### src/hw/rtl/running_moving_average_unit_assert.svh
// Assertion macros for the running moving average unit.
`ifndef RUNNING_MOVING_AVERAGE_UNIT_ASSERT_SVH
`define RUNNING_MOVING_AVERAGE_UNIT_ASSERT_SVH

`ifndef SYNTH
// Checked property that is switched off while reset is applied.
`define RMA_ASSERT(label, clk, rst_n, prop, msg) \
  label: assert property (@(posedge clk) disable iff (!rst_n) prop) else $error(msg);
// Checked property that is also evaluated while reset is applied.
`define RMA_ASSERT_RST(label, clk, prop, msg) \
  label: assert property (@(posedge clk) prop) else $error(msg);
`else
`define RMA_ASSERT(label, clk, rst_n, prop, msg)
`define RMA_ASSERT_RST(label, clk, prop, msg)
`endif

`endif

### src/hw/rtl/rma_pkg.sv
// Shared constants of the running moving average unit.
package rma_pkg;

  // Width of one ADC sample and of one average.
  localparam int SAMPLE_W = 12;

  // Largest value that a sample can take.
  localparam int SAMPLE_MAX = 4095;

  // Default window length.
  localparam int DEPTH_DEFAULT = 16;

endpackage

### src/hw/rtl/rma_if.sv
// Valid/ready channel interfaces for samples in and averages out.
interface rma_sample_if;
  import rma_pkg::*;

  logic                valid;
  logic                ready;
  logic [SAMPLE_W-1:0] sample;

  modport source (output valid, output sample, input ready);
  modport sink   (input valid, input sample, output ready);
endinterface

interface rma_average_if;
  import rma_pkg::*;

  logic                valid;
  logic                ready;
  logic [SAMPLE_W-1:0] average;

  modport source (output valid, output average, input ready);
  modport sink   (input valid, input average, output ready);
endinterface

### src/hw/rtl/running_moving_average_unit.sv
// Top level of the running moving average unit: sample ring, running sum and divider.
//
// Usage
//   Samples enter on in_chan, one 12-bit ADC reading per item, accepted when
//   valid and ready are both high. For every sample one item leaves on
//   out_chan: the truncated mean of the samples now held in the window of
//   DEPTH entries. While the window fills, the mean is taken over the samples
//   received so far; the first average equals the first sample.
//   Steps: the ring is read and the running sum updated (ST_READ), the sum
//   goes through the restoring divider (ST_DIV), which produces one quotient
//   bit per cycle, SUM_W bits in all (16 at DEPTH 16), and the average is
//   loaded into the output register (ST_OUT). The block works on one item at
//   a time and takes the next sample only once that register has been loaded.
//   Stalls: if the receiver holds out_chan.ready low, a finished average
//   waits in the output register while the next sample is processed; the
//   next finished quotient then waits in ST_OUT until the register is free.
//   Reset: rst_n is synchronous and active low. It empties the window and
//   clears the running sum. No clearing pass is needed: the ring's read data
//   is only used once every entry has been written.
module running_moving_average_unit #(
  parameter int DEPTH = rma_pkg::DEPTH_DEFAULT
) (
  input logic            clk,
  input logic            rst_n,
  rma_sample_if.sink     in_chan,
  rma_average_if.source  out_chan
);
  import rma_pkg::*;

  // The running sum must hold DEPTH full-scale samples exactly.
  localparam int SUM_W  = $clog2(DEPTH * SAMPLE_MAX + 1);
  localparam int CNT_W  = $clog2(DEPTH + 1);
  localparam int SLOT_W = (DEPTH > 1) ? $clog2(DEPTH) : 1;
  localparam int STEP_W = $clog2(SUM_W);

  // Sequencer states.
  localparam logic [1:0] ST_IDLE = 2'd0;
  localparam logic [1:0] ST_READ = 2'd1;
  localparam logic [1:0] ST_DIV  = 2'd2;
  localparam logic [1:0] ST_OUT  = 2'd3;

  // Control state.
  logic [1:0]          state_r,     state_nxt;
  logic [SUM_W-1:0]    sum_r,       sum_nxt;
  logic [CNT_W-1:0]    fill_r,      fill_nxt;
  logic [SLOT_W-1:0]   slot_r,      slot_nxt;
  logic [STEP_W-1:0]   step_r,      step_nxt;
  logic                out_valid_r, out_valid_nxt;

  // Payload registers.
  logic [SAMPLE_W-1:0] sample_r,    sample_nxt;
  logic [SUM_W-1:0]    quo_r,       quo_nxt;
  logic [CNT_W-1:0]    rem_r,       rem_nxt;
  logic [SAMPLE_W-1:0] average_r,   average_nxt;

  // Sample ring, one write and one registered read per cycle.
  logic [SAMPLE_W-1:0] ring [DEPTH];
  logic [SAMPLE_W-1:0] rd_data_r;
  logic                ring_we;

  logic                in_fire;
  logic                out_free;
  logic                win_full;
  logic [CNT_W:0]      rem_shift;
  logic [CNT_W:0]      divisor_ext;
  logic                rem_ge;

  assign in_chan.ready    = (state_r == ST_IDLE);
  assign in_fire          = in_chan.valid && in_chan.ready;
  assign out_chan.valid   = out_valid_r;
  assign out_chan.average = average_r;
  assign out_free         = !out_valid_r || out_chan.ready;
  assign win_full         = (fill_r == CNT_W'(DEPTH));

  // One quotient bit per cycle. The partial remainder always stays below
  // the divisor, which is at most DEPTH, so CNT_W bits hold it.
  assign rem_shift   = {rem_r, quo_r[SUM_W-1]};
  assign divisor_ext = {1'b0, fill_r};
  assign rem_ge      = (rem_shift >= divisor_ext);

  // The ring is written in the cycle after the read of the same slot. As
  // only one item is in flight, the next read cannot reach that slot before
  // the write has landed, even when the window holds a single entry.
  assign ring_we = (state_r == ST_READ);

  always_ff @(posedge clk) begin
    if (ring_we) begin
      ring[slot_r] <= sample_r;
    end
    rd_data_r <= ring[slot_r];
  end

  always_comb begin
    state_nxt     = state_r;
    sum_nxt       = sum_r;
    fill_nxt      = fill_r;
    slot_nxt      = slot_r;
    step_nxt      = step_r;
    out_valid_nxt = out_valid_r;
    sample_nxt    = sample_r;
    quo_nxt       = quo_r;
    rem_nxt       = rem_r;
    average_nxt   = average_r;

    // The receiver has taken the waiting average.
    if (out_valid_r && out_chan.ready) begin
      out_valid_nxt = 1'b0;
    end

    case (state_r)
      ST_IDLE: begin
        // The ring read of the current slot is issued in this cycle.
        if (in_fire) begin
          sample_nxt = in_chan.sample;
          state_nxt  = ST_READ;
        end
      end
      ST_READ: begin
        // Once the window is full the oldest sample leaves the sum before
        // the new one enters; otherwise the window grows by one.
        if (win_full) begin
          sum_nxt = sum_r - SUM_W'(rd_data_r) + SUM_W'(sample_r);
        end else begin
          sum_nxt  = sum_r + SUM_W'(sample_r);
          fill_nxt = fill_r + CNT_W'(1);
        end
        if (slot_r == SLOT_W'(DEPTH - 1)) begin
          slot_nxt = '0;
        end else begin
          slot_nxt = slot_r + SLOT_W'(1);
        end
        quo_nxt   = sum_nxt;
        rem_nxt   = '0;
        step_nxt  = STEP_W'(SUM_W - 1);
        state_nxt = ST_DIV;
      end
      ST_DIV: begin
        if (rem_ge) begin
          rem_nxt = CNT_W'(rem_shift - divisor_ext);
        end else begin
          rem_nxt = rem_shift[CNT_W-1:0];
        end
        quo_nxt = {quo_r[SUM_W-2:0], rem_ge};
        if (step_r == '0) begin
          state_nxt = ST_OUT;
        end else begin
          step_nxt = step_r - STEP_W'(1);
        end
      end
      ST_OUT: begin
        // The mean never exceeds a full-scale sample, so the low bits of
        // the quotient are the whole result.
        if (out_free) begin
          average_nxt   = quo_r[SAMPLE_W-1:0];
          out_valid_nxt = 1'b1;
          state_nxt     = ST_IDLE;
        end
      end
      default: begin
        state_nxt = ST_IDLE;
      end
    endcase
  end

  always_ff @(posedge clk) begin
    if (!rst_n) begin
      state_r     <= ST_IDLE;
      sum_r       <= '0;
      fill_r      <= '0;
      slot_r      <= '0;
      step_r      <= '0;
      out_valid_r <= 1'b0;
    end else begin
      state_r     <= state_nxt;
      sum_r       <= sum_nxt;
      fill_r      <= fill_nxt;
      slot_r      <= slot_nxt;
      step_r      <= step_nxt;
      out_valid_r <= out_valid_nxt;
    end
  end

  always_ff @(posedge clk) begin
    sample_r  <= sample_nxt;
    quo_r     <= quo_nxt;
    rem_r     <= rem_nxt;
    average_r <= average_nxt;
  end

`include "running_moving_average_unit_assert.svh"

  // An accepted sample always moves on to the ring read.
  `RMA_ASSERT(a_accept_reads, clk, rst_n, in_fire |=> (state_r == ST_READ), "accept lost")
  // The divider's partial remainder stays below the window count.
  `RMA_ASSERT(a_rem_bound, clk, rst_n, (state_r == ST_DIV) |-> (rem_r < fill_r), "remainder overflow")
  // The window count never exceeds the window length.
  `RMA_ASSERT(a_fill_bound, clk, rst_n, fill_r <= CNT_W'(DEPTH), "fill count overflow")
  // A finished quotient fits in one sample width.
  `RMA_ASSERT(a_quo_fits, clk, rst_n, (state_r == ST_OUT) |-> ((quo_r >> SAMPLE_W) == '0), "average too wide")
  // Reset leaves no average on the output.
  `RMA_ASSERT_RST(a_reset_out, clk, !rst_n |=> !out_valid_r, "output valid after reset")

endmodule
### src/flat_wrapper.sv
// flat-port wrapper written by rule: the top's interface ports become plain ports
module running_moving_average_unit_flat import rma_pkg::*;
#(
  parameter int DEPTH = rma_pkg::DEPTH_DEFAULT
)
  (clk, rst_n, in_chan_valid, in_chan_sample, in_chan_ready, out_chan_valid, out_chan_average, out_chan_ready);
  rma_sample_if in_chan_i ();
  rma_average_if out_chan_i ();
  input logic clk;
  input logic rst_n;
  input wire logic [$bits(in_chan_i.valid)-1:0] in_chan_valid;
  input wire logic [$bits(in_chan_i.sample)-1:0] in_chan_sample;
  output wire logic [$bits(in_chan_i.ready)-1:0] in_chan_ready;
  output wire logic [$bits(out_chan_i.valid)-1:0] out_chan_valid;
  output wire logic [$bits(out_chan_i.average)-1:0] out_chan_average;
  input wire logic [$bits(out_chan_i.ready)-1:0] out_chan_ready;
  assign in_chan_i.valid = in_chan_valid;
  assign in_chan_i.sample = in_chan_sample;
  assign in_chan_ready = in_chan_i.ready;
  assign out_chan_valid = out_chan_i.valid;
  assign out_chan_average = out_chan_i.average;
  assign out_chan_i.ready = out_chan_ready;
  running_moving_average_unit #(.DEPTH(DEPTH)) u_core (.clk(clk), .rst_n(rst_n), .in_chan(in_chan_i), .out_chan(out_chan_i));
endmodule
### config.mk
export PLATFORM = sky130hd
export DESIGN_NAME = running_moving_average_unit_flat
export DESIGN_NICKNAME = d
export VERILOG_FILES = /design/src/hw/rtl/rma_pkg.sv /design/src/hw/rtl/rma_if.sv /design/src/hw/rtl/running_moving_average_unit.sv /design/src/flat_wrapper.sv
export VERILOG_INCLUDE_DIRS = /design/src /design/src/hw/rtl
export SDC_FILE = /design/constraint.sdc
export NUM_CORES = 1
export LEC_CHECK = 0
export BUFFER_PORTS_ARGS = -buffer_cell sky130_fd_sc_hd__buf_2
export CAP_MARGIN = 20
export CORE_MARGIN = 8
export CORE_UTILIZATION = 24
export DETAILED_ROUTE_END_ITERATION = 8
export SYNTH_ARGS = -nofsm -noshare
export SYNTH_HDL_FRONTEND = slang
export SYNTH_SLANG_ARGS = --single-unit
export TNS_END_PERCENT = 5
### constraint.sdc
create_clock -name clk -period 2.95 [get_ports clk]
set_input_delay 0.1475 -clock clk [delete_from_list [all_inputs] [get_ports clk]]
set_output_delay 0.1475 -clock clk [all_outputs]
set_load 0.02 [all_outputs]
==> results of run 1 <==
[power by group through the flow]
| stage | logic, W | clock network (W) | registers (W) |
|---|---|---|---|
| after floorplan | 0.00479 | 0 | 0.00557 |
| after global placement | 0.00643 | 0 | 0.00572 |
| after detailed placement | 0.00646 | 0 | 0.00573 |
| after CTS | 0.00653 | 0.00355 | 0.00565 |
| after global routing | 0.00760 | 0.00370 | 0.00572 |
| final | 0.00687 | 0.00345 | 0.00563 |
[metal layers]
layer	vias up	wire (um)
met4	0	467
met1	3663	13700
li1	3322	-
met2	167	13000
met5	-	0
met3	39	1740
[synthesized netlist by cell type, types with 3 or more instances]
cell type  number
a211oi_1       13
ha_1           46
xnor2_1        19
and3_1          3
o211a_1         3
mux4_2         60
a221oi_1        3
dfxtp_1        44
o21ai_0        13
nand2_1        27
a21oi_1        37
buf_2           8
a31oi_1         3
mux2_2          7
and2_1         19
inv_1          77
a211o_1         3
nand2b_1        5
xor2_1         12
clkbuf_1       19
buf_1           4
nand4_1         6
fa_1           14
mux2i_1        14
nor2_1         39
edfxtp_1      237
o21a_1          3
nor3_1         14
nor2b_1        12
nand3_1         7
o211ai_1        4
a21o_1          8
o21ai_1         8
[cell families (layout without fill, tap and decap cells)]
family                   after synthesis  after routing  share of synthesized area
flip-flops                           281            281                      0.630
AND/OR/NAND/NOR                      139            139                     0.0540
AO/OA/AOI/OAI                        124            124                     0.0686
buffers and inverters                110            224                     0.0333
multiplexers                          82             82                      0.125
adder cells (fa/ha/maj)               60             60                     0.0675
XOR/XNOR                              31             31                     0.0214
[area by class of cell]
cell class | count | area (um^2)
clock inverters | 13 | 119
flip-flops and latches | 281 | 8010
repair buffers | 95 | 678
inverters | 79 | 297
fillers | 5161 | 37300
multi-input cells | 436 | 4400
clock buffers | 37 | 766
well taps | 688 | 861
[cells in the final DEF (no fill, tap or decap), types with 14 or more instances in the layout]
cell type	Yosys	final
dlygate4sd3_1	0	15
buf_4	0	51
edfxtp_1	237	237
nand2_1	27	26
a21oi_1	37	32
mux4_2	60	60
buf_2	8	29
mux2i_1	14	14
clkbuf_16	0	29
nor2_1	39	39
and2_1	19	19
dfxtp_1	44	39
inv_1	77	73
xnor2_1	19	18
ha_1	46	42
[stage by stage]
| step | power [W] | hold WS, ns |
|---|---|---|
| 2_1_floorplan | 0.0104 | 0.246 |
| 3_3_place_gp | 0.0122 | 0.336 |
| 3_5_place_dp | 0.0122 | 0.336 |
| 4_1_cts | 0.0157 | 0.269 |
| 5_1_grt | 0.0170 | 0.297 |
| 6_report | 0.0160 | 0.292 |
[sequential cells by signal, summed over array words and instances (netlist names)]
register / count
u_core.rd_data_r: 12
u_core.slot_r: 4
u_core.ring: 192
u_core.out_chan.valid: 1
u_core.sum_r: 16
u_core.step_r: 4
u_core.sample_r: 12
u_core.rem_r: 5
u_core.state_r: 2
u_core.out_chan.average: 12
u_core.fill_r: 5
u_core.quo_r: 16
[what timing repair did]
action,4_1_cts,5_1_grt
pin swaps,0,23
gates resized for setup,0,21
setup endpoints to repair,2,11
gates cloned,0,0
endpoints found under the hold margin,19,0
buffers inserted,0,2
hold buffers,15,0
[critical path, stage by stage (launching register included)]
cell and delay [ns]:
edfxtp_1 0.39, inv_2 0.09, fa_1 0.42, inv_2 0.11, ha_4 0.21, a211oi_2 0.20
o211ai_1 0.18, a41o_1 0.30, xor2_1 0.16, a211o_1 0.28, mux2_2 0.26
[path summary, 6_finish.rpt]
path / startpoint / endpoint / slack, ns / depth (start not counted)
worst max-delay path: u_core.sample_r[1] / u_core.quo_r[9] / 0.10 / 10
worst min-delay path: in_chan_sample[11] / u_core.sample_r[11] / 0.29 / 2
worst max register to register: u_core.sample_r[1] / u_core.quo_r[9] / 0.10 / 10
worst min register to register: u_core.quo_r[0] / u_core.out_chan.average[0] / 0.46 / 0
==> results.sh, run 1 <==
export IMPL_ios=30
export IMPL_die_area_um2=60500
export IMPL_dpl_instance_area_um2=14000
export IMPL_crit_path_end_kind="flip-flop"
export IMPL_setup_tns_ns=0
export IMPL_drc=0
export IMPL_leakage_nw=5.25
export IMPL_cp_data_required_time_ns=3.27
export IMPL_grt_pass1_vias=7302
export IMPL_grtUsageTotal=0.0930
export IMPL_slew_violations=0
export IMPL_core_area_um2=52400
export IMPL_postLayoutSetupSlackWorst_ns=0.101
export IMPL_fp_dieW_um=246
export IMPL_fin_util=0.288
export IMPL_arrival_ns=3.17
export IMPL_switching_share=0.358
export IMPL_finalSetupViolCount=0
export IMPL_pwr_share_comb=0.431
export IMPL_synth_top_area_cell="edfxtp_1"
export IMPL_grt_antenna_before_repair=2
export IMPL_syn_cell_area_um2=12700
export IMPL_portBuffers=29
export IMPL_fin_crit_sh=0.966
export IMPL_critPathMaxFanout=2
export IMPL_vdd_drop_max_mv=0.490
export IMPL_top_usage_layer="met2"
export IMPL_syn_to_final_growth_pct=19.2
export IMPL_die_y_um=246
export IMPL_internal_power_w=0.0102
export IMPL_grt_setup_unrepaired="yes"
export IMPL_hp_class="input port to flip-flop"
export IMPL_synth_cells=827
export IMPL_numCtsBuffers=29
export IMPL_synthDistinctLibCells=62
export IMPL_rows=84
export IMPL_met2_usage=0.145
export IMPL_clockBufferDepth=3
export IMPL_drt_iter0_drc=599
export IMPL_cts_tree="done"
export IMPL_grtUsageMet1=0.131
export IMPL_maxSlewHeadroom=0.323
export IMPL_fin_nets=998
export IMPL_outcome="finished, final reports clean"
export IMPL_power_density_nw_per_um2=1060
export IMPL_placedCellCount=1562
export IMPL_start_util=0.242
export IMPL_worstSkewPairLatency_ns=0.57
export IMPL_globalRouteMet3Util=0.0228
export IMPL_routabilityCongestion=0.838
export IMPL_num_vias=7191
export IMPL_ys_seq_area_frac=0.630
export IMPL_fin_area_um2=15100
export IMPL_yosys_top_cells_area="edfxtp_1, mux4_2, dfxtp_1"
export IMPL_overflow=0
export IMPL_postRouteAntennaNets=0
export IMPL_crit_type="flip-flop to flip-flop"
export IMPL_clkTransAtPathRegs_ns=0.06
export IMPL_dpl_worst_slack_ns=0.0164
export IMPL_synthArstFlopShare=0
export IMPL_synth_seq_cells=281
export IMPL_startpoint_type="flip-flop"
export IMPL_p_seq_frac=0.353
export IMPL_avgSynthCellArea_um2=15.3
export IMPL_dp_hpwl_mm=20.0
export IMPL_cts_root_buf="clkbuf_16"
export IMPL_instances_no_fill=1629
export IMPL_finalCriticalPeriod_ns=2.85
export IMPL_drv_cap=0
export IMPL_grt_max_degree=32
export IMPL_hold_viol_final=0
export IMPL_viasPerCell=4.41
export IMPL_wl_mm=28.8
export IMPL_yosys_area_top_type_share=0.561
export IMPL_grt_pass1_wl_mm=44.1
export IMPL_ys_warn_count=0
export IMPL_wl_per_cell_um=17.7
export IMPL_first_pass_iters=5
export IMPL_synth_main_ff_cell="edfxtp_1"
export IMPL_drive_gt1_frac=0.238
export IMPL_synth_edf_count=237
export IMPL_p_clk_frac=0.216
export IMPL_worst_pin_slew_ns=1.01
export IMPL_clock_fmax_mhz=351
export IMPL_diodes=0
export IMPL_h_tree_depth=1
export IMPL_finalClockSkew_ns=0.00745
export IMPL_cts_sinks=281
export IMPL_power_switching_w=0.00572
export IMPL_synth_nets=903
Power figures use the tool's default switching activity.
==> run 2: changes to the inputs <==
--- a/config.mk
+++ b/config.mk
@@ -10,6 +10,7 @@
 export CAP_MARGIN = 20
 export CORE_MARGIN = 8
 export CORE_UTILIZATION = 24
+export CTS_BUF_LIST = sky130_fd_sc_hd__clkbuf_8
 export DETAILED_ROUTE_END_ITERATION = 8
 export SYNTH_ARGS = -nofsm -noshare
 export SYNTH_HDL_FRONTEND = slang
==> results.sh, run 2 (synthesis gave the netlist of run 1 again) <==
export IMPL_start_util=0.242
export IMPL_grt_setup_unrepaired="yes"
export IMPL_power_w=0.0158
export IMPL_grt_pass1_vias=7463
export IMPL_h_tree_depth=2
export IMPL_vdd_drop_max_mv=0.463
export IMPL_clock_fmax_mhz=349
export IMPL_crit_type="flip-flop to flip-flop"
export IMPL_postRouteAntennaNets=0
export IMPL_startpoint_type="flip-flop"
export IMPL_syn_to_final_growth_pct=19.1
export IMPL_cts_tree="done"
export IMPL_routabilityCongestion=0.838
export IMPL_fillCellCount=5185
export IMPL_finalSetupViolCount=0
export IMPL_die_area_um2=60500
export IMPL_fin_nets=1017
export IMPL_drive_gt1_frac=0.254
export IMPL_hp_class="input port to flip-flop"
export IMPL_power_density_nw_per_um2=1040
export IMPL_grt_max_degree=32
export IMPL_die_y_um=246
export IMPL_leakage_nw=5.33
export IMPL_finalCriticalPeriod_ns=2.86
export IMPL_wl_per_cell_um=17.5
export IMPL_fp_dieW_um=246
export IMPL_numCtsBuffers=46
export IMPL_power_switching_w=0.00580
export IMPL_top_register="u_core.ring"
export IMPL_drt_iter0_drc=492
export IMPL_wl_mm=29.2
export IMPL_switching_share=0.368
export IMPL_finalClockSkew_ns=0.0275
export IMPL_multi_input_area_um2=4400
export IMPL_p_clk_frac=0.200
export IMPL_cp_startpoint="u_core.sample_r[2]"
export IMPL_crit_path_end_kind="flip-flop"
export IMPL_portBuffers=29
export IMPL_hold_viol_final=0
export IMPL_maxSlewHeadroom=0.332
export IMPL_drc=0
export IMPL_clockBufferDepth=3
export IMPL_register_area_um2=8010
export IMPL_p_seq_frac=0.358
export IMPL_core_area_um2=52400
export IMPL_worstSkewPairLatency_ns=0.59
export IMPL_largest_register_ffs=192
export IMPL_final_cell_mix="edfxtp_1, inv_1, mux4_2, buf_4, clkbuf_8"
export IMPL_outcome="finished, final reports clean"
export IMPL_drv_cap=0
export IMPL_internal_power_w=0.00997
export IMPL_instances_no_fill=1665
export IMPL_diodes=0
export IMPL_viasPerCell=4.42
export IMPL_placedCellCount=1562
export IMPL_grt_pass1_wl_mm=44.4
export IMPL_reg2reg_from="u_core.sample_r[2]"
export IMPL_first_pass_iters=5
export IMPL_overflow=0
export IMPL_min_from="in_chan_sample[11]"
export IMPL_pwr_share_comb=0.442
export IMPL_dp_hpwl_mm=20.0
export IMPL_slew_violations=0
export IMPL_grtUsageTotal=0.0943
export IMPL_clkTransAtPathRegs_ns=0.06
export IMPL_ios=30
export IMPL_worst_pin_slew_ns=1.00
export IMPL_cp_data_required_time_ns=3.26
export IMPL_critPathMaxFanout=4
export IMPL_cts_sinks=281
export IMPL_cts_root_buf="clkbuf_8"
export IMPL_grt_antenna_before_repair=2
export IMPL_num_vias=7360
export IMPL_final_common_cell="edfxtp_1"
export IMPL_arrival_ns=3.18
export IMPL_rows=84
export IMPL_top_regs="u_core.ring: 192 flops, u_core.quo_r: 16 flops, u_core.sum_r: 16 flops"
export IMPL_fin_crit_sh=0.970
[run 2: cell count changes in the layout (fill, tap and decap cells not counted), moves of 2 or more]
cell and change:
clkinv_4 -2, clkinv_2 +5, buf_4 +2, inv_1 +13
clkbuf_8 +49, clkbuf_16 -29, clkinvlp_4 -3, clkinv_8 +2
clkbuf_1 -7, clkinv_1 +7
[run 2: critical path, stage by stage, from the launching register on]
cell and delay, ns:
edfxtp_1 0.39, inv_1 0.08, fa_1 0.42, inv_2 0.09
ha_4 0.21, o211ai_1 0.24, o211ai_1 0.17, a41o_1 0.30
xor2_1 0.16, a211o_1 0.28, mux2_2 0.26
[run 2: routing by layer]
| layer | part of all wire | up-vias | global-route usage |
|---|---|---|---|
| li1 | - | 3376 | - |
| met1 | 0.48 | 3733 | 0.133 |
| met2 | 0.44 | 199 | 0.143 |
| met3 | 0.062 | 52 | 0.0249 |
| met4 | 0.018 | 0 | 0.0237 |
| met5 | 0 | - | 0 |
[run 2: final timing paths]
check / endpoint / slack [ns] / cells after the start
max reg2reg: u_core.quo_r[9] / 0.09 / 10
max: u_core.quo_r[9] / 0.09 / 10
min reg2reg: u_core.out_chan.average[0] / 0.45 / 0
min: u_core.sample_r[11] / 0.29 / 2
[run 2: stage by stage]
stage / util / cell area [um^2] / TNS [ns] / hold slack, ns / setup WS (ns)
global placement: 0.267 / 14000 / 0 / 0.336 / 0.0725
finish: 0.288 / 15100 / 0 / 0.286 / 0.0878
CTS: 0.286 / 15000 / 0 / 0.251 / 0.0115
detailed placement: 0.267 / 14000 / 0 / 0.336 / 0.0164
floorplan: - / 12700 / -0.0119 / 0.246 / -0.0119
global route: 0.288 / 15100 / -0.117 / 0.279 / -0.0327
[run 2: power groups by stage]
stage	registers, W	logic (W)	clock network (W)
global route	0.00572	0.00769	0.00344
CTS	0.00565	0.00654	0.00325
floorplan	0.00557	0.00479	0
detailed placement	0.00573	0.00646	0
global placement	0.00572	0.00643	0
finish	0.00564	0.00697	0.00315
[run 2: repair_timing]
action,in CTS,in global routing
hold buffers,15,0
pin swaps,0,22
resized for setup,1,23
endpoints found under the hold margin,19,0
setup buffers,0,4
endpoints found under the setup margin,2,11
[run 2: cell type report]
type	count	share of cell area
multi-input cells	436	0.291
inverters	79	0.0196
repair buffers	97	0.0459
flip-flops and latches	281	0.530
clock buffers	50	0.0455
clock inverters	34	0.0109
well taps	688	0.0570
==> run 3: changes to the inputs <==
--- a/config.mk
+++ b/config.mk
@@ -8,10 +8,12 @@
 export LEC_CHECK = 0
 export BUFFER_PORTS_ARGS = -buffer_cell sky130_fd_sc_hd__buf_2
 export CAP_MARGIN = 20
-export CORE_MARGIN = 8
+export CORE_MARGIN = 5
 export CORE_UTILIZATION = 24
 export CTS_BUF_LIST = sky130_fd_sc_hd__clkbuf_8
 export DETAILED_ROUTE_END_ITERATION = 8
+export RECOVER_POWER = 25
+export SETUP_SLACK_MARGIN = 0.05
 export SYNTH_ARGS = -nofsm -noshare
 export SYNTH_HDL_FRONTEND = slang
 export SYNTH_SLANG_ARGS = --single-unit
==> results.sh, run 3 (synthesis gave the netlist of run 1 again) <==
export IMPL_numCtsBuffers=48
export IMPL_final_cell_mix="edfxtp_1, inv_1, mux4_2, clkbuf_8, buf_4"
export IMPL_finalClockSkew_ns=0.0165
export IMPL_wl_mm=29.0
export IMPL_r2r_cells=10
export IMPL_fp_dieW_um=240
export IMPL_finalSetupViolCount=0
export IMPL_cts_root_buf="clkbuf_8"
export IMPL_cp_depth=10
export IMPL_grt_pass1_vias=7557
export IMPL_grt_antenna_before_repair=2
export IMPL_worst_pin_slew_ns=0.948
export IMPL_leakage_nw=5.36
export IMPL_start_util=0.242
export IMPL_fin_nets=1021
export IMPL_fin_util=0.291
export IMPL_placedCellCount=1566
export IMPL_clockBufferDepth=3
export IMPL_first_pass_iters=5
export IMPL_drt_iter0_drc=437
export IMPL_num_vias=7309
export IMPL_crit_type="flip-flop to flip-flop"
export IMPL_slew_violations=0
export IMPL_cts_tree="done"
export IMPL_hold_worst_slack_ns=0.0506
export IMPL_max_stage_delay_ns=0.54
export IMPL_postRouteAntennaNets=0
export IMPL_wl_per_cell_um=17.3
export IMPL_setup_tns_ns=0
export IMPL_crit_path_end_kind="flip-flop"
export IMPL_hold_viol_final=0
export IMPL_path_delay_family="compound AO/OA/AOI/OAI gates"
export IMPL_final_common_cell="edfxtp_1"
export IMPL_power_density_nw_per_um2=1060
export IMPL_ios=30
export IMPL_cp_slowest_cell="fa_1"
export IMPL_cp_data_required_time_ns=3.28
export IMPL_grt_setup_unrepaired="yes"
export IMPL_routabilityCongestion=0.819
export IMPL_path_cells="inv_2, fa_1, inv_2, ha_4, a211oi_2, o211ai_1, a41o_1, xor2_1, a211o_1, mux2_2"
export IMPL_worstSkewPairLatency_ns=0.58
export IMPL_fin_crit_sh=0.996
export IMPL_syn_to_final_growth_pct=20.1
export IMPL_startpoint_type="flip-flop"
export IMPL_hp_class="input port to flip-flop"
export IMPL_critical_path_buf_inv_count=2
export IMPL_largest_register_ffs=192
export IMPL_vdd_drop_max_mv=0.492
export IMPL_viasPerCell=4.37
export IMPL_drc=0
export IMPL_clkTransAtPathRegs_ns=0.06
export IMPL_grtUsageTotal=0.0991
export IMPL_die_area_um2=57600
export IMPL_drv_cap=0
export IMPL_critPathMaxFanout=2
export IMPL_dp_hpwl_mm=19.8
export IMPL_grt_pass1_wl_mm=44.7
export IMPL_diodes=0
export IMPL_core_area_um2=52400
export IMPL_top_register="u_core.ring"
export IMPL_top_regs="u_core.ring: 192 flops, u_core.quo_r: 16 flops, u_core.sum_r: 16 flops"
export IMPL_h_tree_depth=2
export IMPL_arrival_ns=3.26
export IMPL_maxSlewHeadroom=0.368
export IMPL_die_y_um=240
export IMPL_portBuffers=29
export IMPL_grt_max_degree=30
export IMPL_clock_fmax_mhz=340
export IMPL_outcome="finished, final reports clean"
export IMPL_cts_sinks=281
export IMPL_fillCellCount=5201
export IMPL_overflow=0
export IMPL_instances_no_fill=1672
export IMPL_cp_common_cell="inv_2"
export IMPL_finalCriticalPeriod_ns=2.94
export IMPL_rows=84
export IMPL_hold_depth=5
export IMPL_drive_gt1_frac=0.246
run 3: path summary, 6_finish.rpt:
| path | startpoint | end | slack, ns |
|---|---|---|---|
| worst min register to register | u_core.quo_r[1] | u_core.out_chan.average[1] | 0.47 |
| worst min-delay path | in_chan_valid | u_core.state_r[0] | 0.05 |
| worst max-delay path | u_core.sample_r[1] | u_core.quo_r[9] | 0.01 |
| worst max register to register | u_core.sample_r[1] | u_core.quo_r[9] | 0.01 |
run 3: layer usage:
layer / wire [um] / part of all wire / GRT usage / up-vias
met1: 13800 / 0.48 / 0.142 / 3695
li1: - / - / - / 3391
met4: 462 / 0.016 / 0.0239 / 0
met5: 0 / 0 / 0 / -
met3: 1470 / 0.051 / 0.0217 / 43
met2: 13200 / 0.46 / 0.155 / 180
run 3: final cells by class:
cell class / count / area (um^2) / area share
Sequential cell: 281 / 8000 / 0.525
Timing Repair Buffer: 99 / 699 / 0.0459
Clock buffer: 54 / 743 / 0.0488
Clock inverter: 35 / 253 / 0.0166
Multi-Input combinational cell: 436 / 4380 / 0.288
Tap cell: 688 / 861 / 0.0565
Inverter: 79 / 297 / 0.0195
run 3: through the flow:
step | setup slack, ns | cell area, um^2 | power (W)
2_1_floorplan | -0.0119 | 12700 | 0.0104
3_3_place_gp | 0.0476 | 14000 | 0.0122
3_5_place_dp | 0.00981 | 14000 | 0.0123
4_1_cts | 0.0326 | 15200 | 0.0160
5_1_grt | -0.0889 | 15200 | 0.0172
6_report | 0.0127 | 15200 | 0.0161
run 3: worst register-to-register path: cells and delay by family (launching register included):
family          cells  cell delay (ns)
mux                 1             0.27
xor+xnor            1             0.15
compound gates      4             1.04
fa+ha+maj           2             0.75
flops               1             0.36
buf+inv             2             0.12
run 3: repair_timing:
action	CTS	global route
endpoints found under the setup margin	3	13
hold buffers	14	0
hold endpoints to repair	18	0
setup buffers	0	3
pin swaps	0	26
gates resized for setup	2	17
run 3: report_power, final:
group          leakage [nW]  internal (W)  switching, W
clock                 0.550       0.00196       0.00162
combinational          2.29       0.00317       0.00377
sequential             2.52       0.00519      0.000422
